**src/hw/rtl/pts_pkg.sv**
```systemverilog
// ----------------------------------------------------------------------------
// pts_pkg
// Shared constants and types of the priority task scheduler.
// ----------------------------------------------------------------------------
package pts_pkg;

  localparam int NumTasksDef = 16;
  localparam int NumPriosDef = 32;

  localparam int KindW  = 3;
  localparam int TaskW  = 4;
  localparam int PrioW  = 5;
  localparam int DelayW = 32;
  localparam int LockW  = 8;
  localparam int SliceW = 8;

  localparam logic [LockW-1:0]  LockMax    = 8'hFF;
  localparam logic [SliceW-1:0] SliceReset = 8'd10;

  typedef enum logic [KindW-1:0] {
    KIND_TICK     = 3'd0,
    KIND_MAKE     = 3'd1,
    KIND_REMOVE   = 3'd2,
    KIND_DELAY    = 3'd3,
    KIND_LOCK     = 3'd4,
    KIND_UNLOCK   = 3'd5,
    KIND_SCHEDULE = 3'd6
  } kind_e;

  typedef enum logic [3:0] {
    ST_IDLE,
    ST_PUSH,
    ST_RM_T,
    ST_RM_P,
    ST_RM_CMP,
    ST_RM_WAIT,
    ST_TK_SCAN,
    ST_TK_DEC,
    ST_TK_T,
    ST_SL_START,
    ST_SL_T,
    ST_SL_P,
    ST_SL_H,
    ST_FIN,
    ST_FIN_W
  } state_e;

endpackage

```
**src/hw/rtl/pts_if.sv**
```systemverilog
// ----------------------------------------------------------------------------
// pts_if
// Valid/ready channels of the priority task scheduler.
// ----------------------------------------------------------------------------
interface pts_req_if;
  import pts_pkg::*;
  logic              valid;
  logic              ready;
  logic [KindW-1:0]  kind;
  logic [TaskW-1:0]  task_id;
  logic [PrioW-1:0]  priority_req;
  logic [DelayW-1:0] delay_ticks;
  modport source (output valid, kind, task_id, priority_req, delay_ticks, input ready);
  modport sink (input valid, kind, task_id, priority_req, delay_ticks, output ready);
endinterface

interface pts_rsp_if;
  import pts_pkg::*;
  logic             valid;
  logic             ready;
  logic             switch_now;
  logic [TaskW-1:0] next_task;
  logic             none_ready;
  logic [TaskW-1:0] current_task;
  logic [LockW-1:0] lock_level;
  modport source (output valid, switch_now, next_task, none_ready, current_task,
                  lock_level, input ready);
  modport sink (input valid, switch_now, next_task, none_ready, current_task,
                lock_level, output ready);
endinterface

interface pts_cfg_if;
  import pts_pkg::*;
  logic              valid;
  logic              ready;
  logic [SliceW-1:0] data;
  modport source (output valid, data, input ready);
  modport sink (input valid, data, output ready);
endinterface

```
**src/hw/rtl/pts_ram.sv**
```systemverilog
// ----------------------------------------------------------------------------
// pts_ram
// Simple dual-port RAM: one write port, one read port, registered read.
// ----------------------------------------------------------------------------
module pts_ram #(
  parameter int Width = 8,
  parameter int Depth = 16
) (
  input  logic                     clk_i,
  input  logic                     we_i,
  input  logic [$clog2(Depth)-1:0] waddr_i,
  input  logic [Width-1:0]         wdata_i,
  input  logic                     re_i,
  input  logic [$clog2(Depth)-1:0] raddr_i,
  output logic [Width-1:0]         rdata_o
);
  logic [Width-1:0] mem_q [Depth];
  logic [Width-1:0] rdata_q;

  always_ff @(posedge clk_i) begin
    if (we_i) begin
      mem_q[waddr_i] <= wdata_i;
    end
    if (re_i) begin
      rdata_q <= mem_q[raddr_i];
    end
  end

  assign rdata_o = rdata_q;
endmodule

```
**src/hw/rtl/priority_task_scheduler.sv**
```systemverilog
// ----------------------------------------------------------------------------
// priority_task_scheduler
// Bitmap priority scheduler with one ordered ready queue per level and
// round robin among tasks of equal level.
// ----------------------------------------------------------------------------
// Usage:
//   req_i carries one event beat (tick, make_ready, remove_ready, start_delay,
//   lock, unlock, schedule); rsp_o returns exactly one result beat per event.
//   cfg_i writes time_slice; write it only while the block is idle.
//   remove_ready walks the queue entries ahead of the task one by one.
//   A tick scans every task, decrements each delayed task's countdown and
//   pushes expiring tasks that are known and not yet ready, then does slice
//   rotation and a final lookup. The sequencer does one item at a time, as
//   each queue and task memory has one read port (read, modify, write back).
//   Reset clears the bitmap, the per-task flags, the lock count, the running
//   task and reloads the slice counter; no memory sweep is needed.
//   A finished result waits in the output register; the next event is
//   accepted meanwhile and only its final step holds while rsp_o stalls.
// ----------------------------------------------------------------------------
module priority_task_scheduler #(
  parameter int NUM_TASKS = pts_pkg::NumTasksDef,
  parameter int NUM_PRIOS = pts_pkg::NumPriosDef
) (
  input  logic        clk_i,
  input  logic        rst_ni,
  pts_req_if.sink     req_i,
  pts_rsp_if.source   rsp_o,
  pts_cfg_if.sink     cfg_i
);
  import pts_pkg::*;

  localparam int TW  = $clog2(NUM_TASKS);
  localparam int PW  = $clog2(NUM_PRIOS);
  localparam int CW  = $clog2(NUM_TASKS + 1);
  localparam int PEW = 2 * TW + CW;   // head, tail, count
  localparam int TEW = TW + PW;       // link, level

  // Control state
  state_e            state_q, state_d;
  logic [NUM_PRIOS-1:0] ready_q, ready_d;
  logic [NUM_TASKS-1:0] delayed_q, delayed_d;
  logic [NUM_TASKS-1:0] inrdy_q, inrdy_d;
  logic [NUM_TASKS-1:0] known_q, known_d;
  logic [SliceW-1:0] slice_q, slice_d;
  logic [SliceW-1:0] tslice_q;
  logic [TW-1:0]     run_q, run_d;
  logic [LockW-1:0]  lock_q, lock_d;
  logic              sched_q, sched_d;
  logic              tick_q, tick_d;
  logic              ovalid_q, ovalid_d;

  // Working registers
  logic [TW-1:0] t_q, t_d;
  logic [PW-1:0] lv_q, lv_d;
  logic [TW-1:0] idx_q, idx_d;
  logic [TW-1:0] cur_q, cur_d;
  logic [TW-1:0] prev_q, prev_d;
  logic [TW-1:0] link_q, link_d;
  logic [TW-1:0] head_q, head_d;
  logic [TW-1:0] tail_q, tail_d;
  logic [CW-1:0] i_q, i_d;
  logic [CW-1:0] cnt_q, cnt_d;

  // Output payload
  logic             osw_q, osw_d;
  logic [TaskW-1:0] onext_q, onext_d;
  logic             onone_q, onone_d;
  logic [TaskW-1:0] ocur_q, ocur_d;
  logic [LockW-1:0] olock_q, olock_d;

  // Memory ports
  logic           p_we, p_re;
  logic [PW-1:0]  p_waddr, p_raddr;
  logic [PEW-1:0] p_wdata, p_rdata;
  logic           t_we, t_re;
  logic [TW-1:0]  t_waddr, t_raddr;
  logic [TEW-1:0] t_wdata, t_rdata;
  logic           k_we, k_re;
  logic [TW-1:0]  k_waddr, k_raddr;
  logic [DelayW-1:0] k_wdata, k_rdata;

  // Per-level queue descriptor: head, tail, count
  pts_ram #(.Width(PEW), .Depth(NUM_PRIOS)) u_prio_ram (
    .clk_i, .we_i(p_we), .waddr_i(p_waddr), .wdata_i(p_wdata),
    .re_i(p_re), .raddr_i(p_raddr), .rdata_o(p_rdata)
  );
  // Per-task link and recorded level
  pts_ram #(.Width(TEW), .Depth(NUM_TASKS)) u_task_ram (
    .clk_i, .we_i(t_we), .waddr_i(t_waddr), .wdata_i(t_wdata),
    .re_i(t_re), .raddr_i(t_raddr), .rdata_o(t_rdata)
  );
  // Per-task delay countdown
  pts_ram #(.Width(DelayW), .Depth(NUM_TASKS)) u_tick_ram (
    .clk_i, .we_i(k_we), .waddr_i(k_waddr), .wdata_i(k_wdata),
    .re_i(k_re), .raddr_i(k_raddr), .rdata_o(k_rdata)
  );

  logic [TW-1:0] p_head, p_tail, t_link;
  logic [CW-1:0] p_cnt;
  logic [PW-1:0] t_level;
  assign p_head  = p_rdata[PEW-1 -: TW];
  assign p_tail  = p_rdata[CW +: TW];
  assign p_cnt   = p_rdata[CW-1:0];
  assign t_link  = t_rdata[TEW-1 -: TW];
  assign t_level = t_rdata[PW-1:0];

  // Most urgent non-empty level
  logic [PW-1:0] top_lv;
  always_comb begin
    top_lv = '0;
    for (int k = NUM_PRIOS - 1; k >= 0; k--) begin
      if (ready_q[k]) begin
        top_lv = PW'(k);
      end
    end
  end

  // Request decode
  logic          acc;
  logic          tid_ok;
  logic [TW-1:0] req_t;
  logic [PW-1:0] req_lv;
  assign req_i.ready = (state_q == ST_IDLE);
  assign acc    = req_i.valid && req_i.ready;
  assign tid_ok = 32'(req_i.task_id) < NUM_TASKS;
  assign req_t  = TW'(req_i.task_id);
  assign req_lv = (32'(req_i.priority_req) >= NUM_PRIOS) ? PW'(NUM_PRIOS - 1)
                                                          : PW'(req_i.priority_req);

  logic [CW-1:0]     eff_cnt;
  logic [DelayW-1:0] k_dec;
  logic [SliceW-1:0] slice_dec;
  logic              any_rdy;
  logic              last_idx;
  logic              sw;
  assign eff_cnt   = ready_q[lv_q] ? p_cnt : '0;
  assign k_dec     = k_rdata - DelayW'(1);
  assign slice_dec = slice_q - SliceW'(1);
  assign any_rdy   = |ready_q;
  assign last_idx  = (idx_q == TW'(NUM_TASKS - 1));

  always_comb begin
    state_d   = state_q;
    ready_d   = ready_q;
    delayed_d = delayed_q;
    inrdy_d   = inrdy_q;
    known_d   = known_q;
    slice_d   = slice_q;
    run_d     = run_q;
    lock_d    = lock_q;
    sched_d   = sched_q;
    tick_d    = tick_q;
    ovalid_d  = ovalid_q;
    t_d = t_q; lv_d = lv_q; idx_d = idx_q; cur_d = cur_q; prev_d = prev_q;
    link_d = link_q; head_d = head_q; tail_d = tail_q; i_d = i_q; cnt_d = cnt_q;
    osw_d = osw_q; onext_d = onext_q; onone_d = onone_q; ocur_d = ocur_q;
    olock_d = olock_q;
    p_we = 1'b0; p_re = 1'b0; p_waddr = lv_q; p_raddr = lv_q; p_wdata = '0;
    t_we = 1'b0; t_re = 1'b0; t_waddr = t_q; t_raddr = t_q; t_wdata = '0;
    k_we = 1'b0; k_re = 1'b0; k_waddr = idx_q; k_raddr = idx_q; k_wdata = '0;
    sw = 1'b0;

    // Drop the result once the sink takes it
    if (ovalid_q && rsp_o.ready) begin
      ovalid_d = 1'b0;
    end

    case (state_q)
      ST_IDLE: begin
        if (acc) begin
          sched_d = 1'b0;
          tick_d  = 1'b0;
          state_d = ST_FIN;
          case (kind_e'(req_i.kind))
            KIND_TICK: begin
              tick_d  = 1'b1;
              sched_d = 1'b1;
              idx_d   = '0;
              state_d = ST_TK_SCAN;
            end
            KIND_MAKE: begin
              if (tid_ok && !inrdy_q[req_t]) begin
                known_d[req_t] = 1'b1;
                t_d     = req_t;
                lv_d    = req_lv;
                p_re    = 1'b1;
                p_raddr = req_lv;
                state_d = ST_PUSH;
              end
            end
            KIND_REMOVE: begin
              if (tid_ok && inrdy_q[req_t]) begin
                t_d     = req_t;
                t_re    = 1'b1;
                t_raddr = req_t;
                state_d = ST_RM_T;
              end
            end
            KIND_DELAY: begin
              if (tid_ok) begin
                k_we    = 1'b1;
                k_waddr = req_t;
                k_wdata = req_i.delay_ticks;
                delayed_d[req_t] = 1'b1;
              end
            end
            KIND_LOCK: begin
              if (lock_q != LockMax) begin
                lock_d = lock_q + LockW'(1);
              end
            end
            KIND_UNLOCK: begin
              if (lock_q != '0) begin
                lock_d = lock_q - LockW'(1);
                if (lock_q == LockW'(1)) begin
                  sched_d = 1'b1;
                end
              end
            end
            KIND_SCHEDULE: begin
              sched_d = 1'b1;
            end
            default: begin
            end
          endcase
        end
      end

      // Link the task in at the head of its level
      ST_PUSH: begin
        t_we    = 1'b1;
        t_waddr = t_q;
        t_wdata = {p_head, lv_q};
        p_we    = 1'b1;
        p_waddr = lv_q;
        p_wdata = {t_q, (eff_cnt == '0) ? t_q : p_tail, eff_cnt + CW'(1)};
        ready_d[lv_q] = 1'b1;
        inrdy_d[t_q]  = 1'b1;
        if (!tick_q) begin
          state_d = ST_FIN;
        end else if (last_idx) begin
          state_d = ST_SL_START;
        end else begin
          idx_d   = idx_q + TW'(1);
          state_d = ST_TK_SCAN;
        end
      end

      ST_RM_T: begin
        lv_d    = t_level;
        link_d  = t_link;
        p_re    = 1'b1;
        p_raddr = t_level;
        state_d = ST_RM_P;
      end

      ST_RM_P: begin
        head_d  = p_head;
        tail_d  = p_tail;
        cnt_d   = eff_cnt;
        cur_d   = p_head;
        i_d     = '0;
        state_d = ST_RM_CMP;
      end

      // Walk the queue one link per visit until the task is found or the queue ends
      ST_RM_CMP: begin
        if (cnt_q == '0) begin
          inrdy_d[t_q] = 1'b0;
          state_d = ST_FIN;
        end else if (cur_q == t_q) begin
          if (i_q != '0) begin
            t_we    = 1'b1;
            t_waddr = prev_q;
            t_wdata = {link_q, lv_q};
          end
          p_we    = 1'b1;
          p_waddr = lv_q;
          p_wdata = {(i_q == '0) ? link_q : head_q,
                     ((CW'(i_q + CW'(1)) == cnt_q) && (i_q != '0)) ? prev_q : tail_q,
                     cnt_q - CW'(1)};
          if (cnt_q == CW'(1)) begin
            ready_d[lv_q] = 1'b0;
          end
          inrdy_d[t_q] = 1'b0;
          state_d = ST_FIN;
        end else if (CW'(i_q + CW'(1)) >= cnt_q) begin
          inrdy_d[t_q] = 1'b0;
          state_d = ST_FIN;
        end else begin
          prev_d  = cur_q;
          t_re    = 1'b1;
          t_raddr = cur_q;
          state_d = ST_RM_WAIT;
        end
      end

      ST_RM_WAIT: begin
        cur_d   = t_link;
        i_d     = i_q + CW'(1);
        state_d = ST_RM_CMP;
      end

      // Delay scan: one task per visit
      ST_TK_SCAN: begin
        if (delayed_q[idx_q]) begin
          k_re    = 1'b1;
          k_raddr = idx_q;
          state_d = ST_TK_DEC;
        end else if (last_idx) begin
          state_d = ST_SL_START;
        end else begin
          idx_d = idx_q + TW'(1);
        end
      end

      ST_TK_DEC: begin
        k_we    = 1'b1;
        k_waddr = idx_q;
        k_wdata = k_dec;
        if ((k_dec == '0) && !inrdy_q[idx_q] && known_q[idx_q]) begin
          delayed_d[idx_q] = 1'b0;
          t_d     = idx_q;
          t_re    = 1'b1;
          t_raddr = idx_q;
          state_d = ST_TK_T;
        end else begin
          if (k_dec == '0) begin
            delayed_d[idx_q] = 1'b0;
          end
          if (last_idx) begin
            state_d = ST_SL_START;
          end else begin
            idx_d   = idx_q + TW'(1);
            state_d = ST_TK_SCAN;
          end
        end
      end

      ST_TK_T: begin
        lv_d    = t_level;
        p_re    = 1'b1;
        p_raddr = t_level;
        state_d = ST_PUSH;
      end

      // Slice countdown and round-robin rotation
      ST_SL_START: begin
        slice_d = slice_dec;
        state_d = ST_FIN;
        if (slice_dec == '0) begin
          slice_d = tslice_q;
          if ((32'(run_q) < NUM_TASKS) && known_q[run_q]) begin
            t_re    = 1'b1;
            t_raddr = run_q;
            state_d = ST_SL_T;
          end
        end
      end

      ST_SL_T: begin
        lv_d    = t_level;
        p_re    = 1'b1;
        p_raddr = t_level;
        state_d = ST_SL_P;
      end

      ST_SL_P: begin
        state_d = ST_FIN;
        if (eff_cnt >= CW'(2)) begin
          head_d  = p_head;
          tail_d  = p_tail;
          cnt_d   = p_cnt;
          t_re    = 1'b1;
          t_raddr = p_head;
          state_d = ST_SL_H;
        end
      end

      ST_SL_H: begin
        p_we    = 1'b1;
        p_waddr = lv_q;
        p_wdata = {t_link, head_q, cnt_q};
        t_we    = 1'b1;
        t_waddr = tail_q;
        t_wdata = {head_q, lv_q};
        state_d = ST_FIN;
      end

      ST_FIN: begin
        p_re    = 1'b1;
        p_raddr = top_lv;
        state_d = ST_FIN_W;
      end

      // Schedule and report; hold while the previous result is still waiting
      ST_FIN_W: begin
        if (!ovalid_q || rsp_o.ready) begin
          sw = sched_q && (lock_q == '0) && any_rdy && (p_head != run_q);
          if (sw) begin
            run_d = p_head;
          end
          osw_d    = sw;
          onext_d  = any_rdy ? TaskW'(p_head) : '0;
          onone_d  = !any_rdy;
          ocur_d   = TaskW'(sw ? p_head : run_q);
          olock_d  = lock_q;
          ovalid_d = 1'b1;
          state_d  = ST_IDLE;
        end
      end

      default: begin
        state_d = ST_IDLE;
      end
    endcase
  end

  assign cfg_i.ready = 1'b1;

  always_ff @(posedge clk_i or negedge rst_ni) begin
    if (!rst_ni) begin
      state_q   <= ST_IDLE;
      ready_q   <= '0;
      delayed_q <= '0;
      inrdy_q   <= '0;
      known_q   <= '0;
      slice_q   <= SliceReset;
      tslice_q  <= SliceReset;
      run_q     <= '0;
      lock_q    <= '0;
      sched_q   <= 1'b0;
      tick_q    <= 1'b0;
      ovalid_q  <= 1'b0;
    end else begin
      state_q   <= state_d;
      ready_q   <= ready_d;
      delayed_q <= delayed_d;
      inrdy_q   <= inrdy_d;
      known_q   <= known_d;
      slice_q   <= slice_d;
      run_q     <= run_d;
      lock_q    <= lock_d;
      sched_q   <= sched_d;
      tick_q    <= tick_d;
      ovalid_q  <= ovalid_d;
      if (cfg_i.valid && cfg_i.ready) begin
        tslice_q <= cfg_i.data;
      end
    end
  end

  always_ff @(posedge clk_i) begin
    t_q    <= t_d;
    lv_q   <= lv_d;
    idx_q  <= idx_d;
    cur_q  <= cur_d;
    prev_q <= prev_d;
    link_q <= link_d;
    head_q <= head_d;
    tail_q <= tail_d;
    i_q    <= i_d;
    cnt_q  <= cnt_d;
    osw_q  <= osw_d;
    onext_q <= onext_d;
    onone_q <= onone_d;
    ocur_q  <= ocur_d;
    olock_q <= olock_d;
  end

  assign rsp_o.valid        = ovalid_q;
  assign rsp_o.switch_now   = osw_q;
  assign rsp_o.next_task    = onext_q;
  assign rsp_o.none_ready   = onone_q;
  assign rsp_o.current_task = ocur_q;
  assign rsp_o.lock_level   = olock_q;
endmodule
```
**src/flat_wrapper.sv**
```systemverilog
// flat-port wrapper written by rule: the top's interface ports become plain ports
module priority_task_scheduler_flat import pts_pkg::*;
#(
  parameter int NUM_TASKS = pts_pkg::NumTasksDef,
  parameter int NUM_PRIOS = pts_pkg::NumPriosDef
)
  (clk_i, rst_ni, req_i_valid, req_i_kind, req_i_task_id, req_i_priority_req, req_i_delay_ticks, req_i_ready, rsp_o_valid, rsp_o_switch_now, rsp_o_next_task, rsp_o_none_ready, rsp_o_current_task, rsp_o_lock_level, rsp_o_ready, cfg_i_valid, cfg_i_data, cfg_i_ready);
  pts_req_if req_i_i ();
  pts_rsp_if rsp_o_i ();
  pts_cfg_if cfg_i_i ();
  input  logic clk_i;
  input  logic rst_ni;
  input wire logic [$bits(req_i_i.valid)-1:0] req_i_valid;
  input wire logic [$bits(req_i_i.kind)-1:0] req_i_kind;
  input wire logic [$bits(req_i_i.task_id)-1:0] req_i_task_id;
  input wire logic [$bits(req_i_i.priority_req)-1:0] req_i_priority_req;
  input wire logic [$bits(req_i_i.delay_ticks)-1:0] req_i_delay_ticks;
  output wire logic [$bits(req_i_i.ready)-1:0] req_i_ready;
  output wire logic [$bits(rsp_o_i.valid)-1:0] rsp_o_valid;
  output wire logic [$bits(rsp_o_i.switch_now)-1:0] rsp_o_switch_now;
  output wire logic [$bits(rsp_o_i.next_task)-1:0] rsp_o_next_task;
  output wire logic [$bits(rsp_o_i.none_ready)-1:0] rsp_o_none_ready;
  output wire logic [$bits(rsp_o_i.current_task)-1:0] rsp_o_current_task;
  output wire logic [$bits(rsp_o_i.lock_level)-1:0] rsp_o_lock_level;
  input wire logic [$bits(rsp_o_i.ready)-1:0] rsp_o_ready;
  input wire logic [$bits(cfg_i_i.valid)-1:0] cfg_i_valid;
  input wire logic [$bits(cfg_i_i.data)-1:0] cfg_i_data;
  output wire logic [$bits(cfg_i_i.ready)-1:0] cfg_i_ready;
  assign req_i_i.valid = req_i_valid;
  assign req_i_i.kind = req_i_kind;
  assign req_i_i.task_id = req_i_task_id;
  assign req_i_i.priority_req = req_i_priority_req;
  assign req_i_i.delay_ticks = req_i_delay_ticks;
  assign req_i_ready = req_i_i.ready;
  assign rsp_o_valid = rsp_o_i.valid;
  assign rsp_o_switch_now = rsp_o_i.switch_now;
  assign rsp_o_next_task = rsp_o_i.next_task;
  assign rsp_o_none_ready = rsp_o_i.none_ready;
  assign rsp_o_current_task = rsp_o_i.current_task;
  assign rsp_o_lock_level = rsp_o_i.lock_level;
  assign rsp_o_i.ready = rsp_o_ready;
  assign cfg_i_i.valid = cfg_i_valid;
  assign cfg_i_i.data = cfg_i_data;
  assign cfg_i_ready = cfg_i_i.ready;
  priority_task_scheduler #(.NUM_TASKS(NUM_TASKS), .NUM_PRIOS(NUM_PRIOS)) u_core (.clk_i(clk_i), .rst_ni(rst_ni), .req_i(req_i_i), .rsp_o(rsp_o_i), .cfg_i(cfg_i_i));
endmodule
```
**config.mk**
```make
export PLATFORM = sky130hd
export DESIGN_NAME = priority_task_scheduler_flat
export DESIGN_NICKNAME = d
export VERILOG_FILES = /design/src/hw/rtl/pts_pkg.sv /design/src/hw/rtl/pts_if.sv /design/src/hw/rtl/pts_ram.sv /design/src/hw/rtl/priority_task_scheduler.sv /design/src/flat_wrapper.sv
export SDC_FILE = /design/constraint.sdc
export NUM_CORES = 2
export LEC_CHECK = 0
export BUFFER_PORTS_ARGS = -buffer_cell sky130_fd_sc_hd__buf_2
export CAP_MARGIN = 20
export CORE_ASPECT_RATIO = 1.4
export CORE_UTILIZATION = 63
export CTS_CLUSTER_SIZE = 20
export DETAILED_ROUTE_END_ITERATION = 7
export HOLD_SLACK_MARGIN = 0.06
export PLACE_DENSITY = 0.87
export SYNTH_ARGS = -nofsm -noshare
export SYNTH_HDL_FRONTEND = slang
export SYNTH_HIERARCHICAL = 1
export SYNTH_SLANG_ARGS = --single-unit
```
**constraint.sdc**
```tcl
create_clock -name clk_i -period 7.71 [get_ports clk_i]
set_clock_uncertainty 0.2 [all_clocks]
set_input_delay 1.542 -clock clk_i [delete_from_list [all_inputs] [get_ports clk_i]]
set_output_delay 1.542 -clock clk_i [all_outputs]
set_load 0.02 [all_outputs]
```
==> qor.csv <==
metric;value;unit
placer congestion estimate;0.9620;
worst-path maximum fanout;43;
total track usage;31.18;%
# port buffers;76;
DRC;0;
Final Hold Viols;0;
initial antenna violation count;2;
GRT overflow;0;
arrival time worst endpoint;6.01;ns
number of global-route vias before repair;33080;
Reg2Reg Depth;10;
H-tree levels;3;
setup ws final;1.899;ns
Synthesis Warnings;6;
critical path type;flop to flop;
cells along the critical path;nor2_1, nand2_1, inv_1, nand2_1, nor2_1, and3_2, o21ai_0, nand2b_1, nor2_4, buf_4;
ys async rst share;8.833;%
Setup WS pre-CTS;1.476;ns
Post-CTS Resized;0;
fin crit period;5.811;ns
Stages on worst setup path;10;
Area contributors post-synth;edfxtp_1 (65%), mux4_2 (6.6%), dfrtp_1 (5.1%), mux2i_1 (4.5%), a22oi_1 (2.1%);
PD cells;359.1;nW/um^2
count of final max-slew check failures;0;
commonest non-fill, non-tap cell in the layout;edfxtp_1;
post-route clock period utilization;75.36;%
worst-case vdd ir drop;481.0;uV
clock tree from TritonCTS;yes;
Total Wirelength;136400;um
ANT cells;0;
ys flop type;edfxtp_1;
Clock Path Buffers;3;
CP max stage delay;0.91;ns
Synth Instances;3394;
top cell family by delay on the critical path;simple AND/OR/NAND/NOR gates;
WHS Path Cells;1;
first-pass GRT wire length;202900;um
Syn Area/Cell;16.18;sq um
DRT Pass-1 Iters;8;
final antenna-violating net count;0;
slew margin rel.;23.41;%
Worst Hold Class;flop to flop;
worst path required time;7.91;ns
critical hold path startpoint;u_core/known_q[4]$_DFFE_PN0P_;
Iter 0 DRT Violations;4727;
Ports;78;
Post-synth EDFFs;1187;
sequential share of the synthesized area;70.16;%
Die Span Y;351.3;um
Synth-to-Final Area Change;10.71;%
max-cap violation count;0;
largest net degree at the start of global routing;106;
leading area contributor after synthesis;edfxtp_1;
commonest cells after routing, fill and taps aside;edfxtp_1 (1,187), mux2i_1 (248), nand2_1 (213), mux4_2 (162), nor2_1 (155);
Synth Register Bits;1302;
cell leakage power;20.44;nW
unrepaired setup endpoints after global routing;false;
CTS root buf;clkbuf_16;
setup TNS;0;ns
NumNets Final;3616;
hpwl dp;83480;um
Slowest cell on crit path;nor2_4;
CP Capture Type;flop;
worst-skew pair later-pin latency;0.72;ns
vias;33000;
vias per inst;6.888;
DIE AREA;88370;sq um
reg2reg start;u_core/state_q[3]$_DFFE_PN0P_;
Clock Sinks;1302;
worst-margin pin slew;1.143;ns
standard-cell rows;127;
Hold Buf Count CTS;0;
outcome;finished clean;
Die W;251.5;um
CP startpoint kind;flop;
crit path from;u_core/state_q[3]$_DFFE_PN0P_;
top-area cell type share of the netlist area;64.91;%
share of layout cells above drive strength 1;18.46;%
initial cell density of the core;63.88;%
post-route insts no fill;4790;
Reg clk slew, reported paths;0.07;ns
Distinct cells, synth;91;
Core ar.;85970;sq um
drt wl/cell;28.47;um
final-report setup violation count;0;
WP buf/inv;2;
post-placement cell count;4577;
Post-Syn Area;54920;sq um
syn_nets;3475;
number of CTS-inserted buffers;112;
Fmax;172.1;MHz
post-CTS setup repair buffer count;0;
[routing by layer]
layer	vias to the layer above	GRT usage, %	part of all wire [%]
met5	-	0	0
met4	0	17.14	5.8
met3	533	5.476	9.8
met2	2280	52.75	50
met1	16390	38.37	34
li1	13790	-	-
[state kept, by name, indices dropped and copies added (netlist names), 5 cells and up, named ones only]
register and cells:
u_core/cnt_q 5, u_core/delayed_q 16, u_core/i_q 5, u_core/known_q 16, u_core/lock_q 8, u_core/lv_q 5, u_core/rsp_o.lock_level 8, u_core/slice_q 8
u_core/tslice_q 8, u_core/u_prio_ram/mem_q 416, u_core/u_prio_ram/rdata_o 13, u_core/u_task_ram/mem_q 144, u_core/u_task_ram/rdata_o 9, u_core/u_tick_ram/mem_q 512, u_core/u_tick_ram/rdata_o 32
[through the flow]
| stage | power [W] | util [%] | hold WS, ns | area (sq um) |
|---|---|---|---|---|
| after floorplan | 0.01417 | - | 0.2231 | 54920 |
| after global placement | 0.01582 | 66.21 | 0.2624 | 56920 |
| after detailed placement | 0.01605 | 66.37 | 0.2696 | 57050 |
| after CTS | 0.02170 | 70.67 | 0.2844 | 60750 |
| after global routing | 0.02257 | 70.73 | 0.3049 | 60800 |
| final | 0.02183 | 70.73 | 0.2825 | 60800 |
[cells by family after synthesis]
family	synth area share [%]
buf+inv	2.333
xor+xnor	0.8772
compound gates	7.074
simple gates	6.612
fa+ha+maj	0.5468
mux	12.39
other cells	0.006829
flops	70.16
[power breakdown]
group / internal [W] / switching [W]
combinational: 0.00259 / 0.00437
sequential: 0.00873 / 0.000480
clock: 0.00309 / 0.00257
total: 0.0144 / 0.00742
[worst reg2reg max path: cells and delay by family (launching register included)]
| family | cells | cell delay, ns |
|---|---|---|
| AOI/OAI and AO/OA | 1 | 0.55 |
| buffers and inverters | 2 | 0.85 |
| DFF | 1 | 0.62 |
| and+or+nand+nor | 7 | 3.28 |
[cell usage after synthesis (all sizes together) (20+ instances only)]
cell and n:
a21oi 91, a22o 26, a22oi 151, a31oi 43, buf 85, clkbuf 101, dfrtp 111, edfxtp 1187
ha 24, inv 54, mux2 25, mux2i 248, mux4 177, nand2 214, nand2b 20, nand3 69
nand4 26, nor2 178, nor2b 26, nor3 57, nor4 30, o21ai 145, o31ai 28, xnor2 30
xor2 25
[final cells by class]
type / instances / area (sq um)
timing repair buffer: 214 / 1511
inverter: 55 / 206.4
multi-input combinational: 1850 / 15400
clock buffer: 132 / 2909
fill: 5110 / 25170
clock inverter: 76 / 789.5
tap: 1161 / 1453
sequential: 1302 / 38530
[final timing paths]
kind                                                                end  slack, ns
min in group asynchronous                u_core/tslice_q[2]$_DFFE_PN0P_       0.63
worst min register to register            u_core/known_q[4]$_DFFE_PN0P_       0.28
worst max register to register  u_core/u_tick_ram/mem_q[5][1]$_DFFE_PP_       1.90
worst min-delay path                      u_core/known_q[4]$_DFFE_PN0P_       0.28
worst max-delay path            u_core/u_tick_ram/mem_q[5][1]$_DFFE_PP_       1.90
max in group asynchronous                                     async pin       5.25
Note: power is estimated with default switching activity, not from simulation.
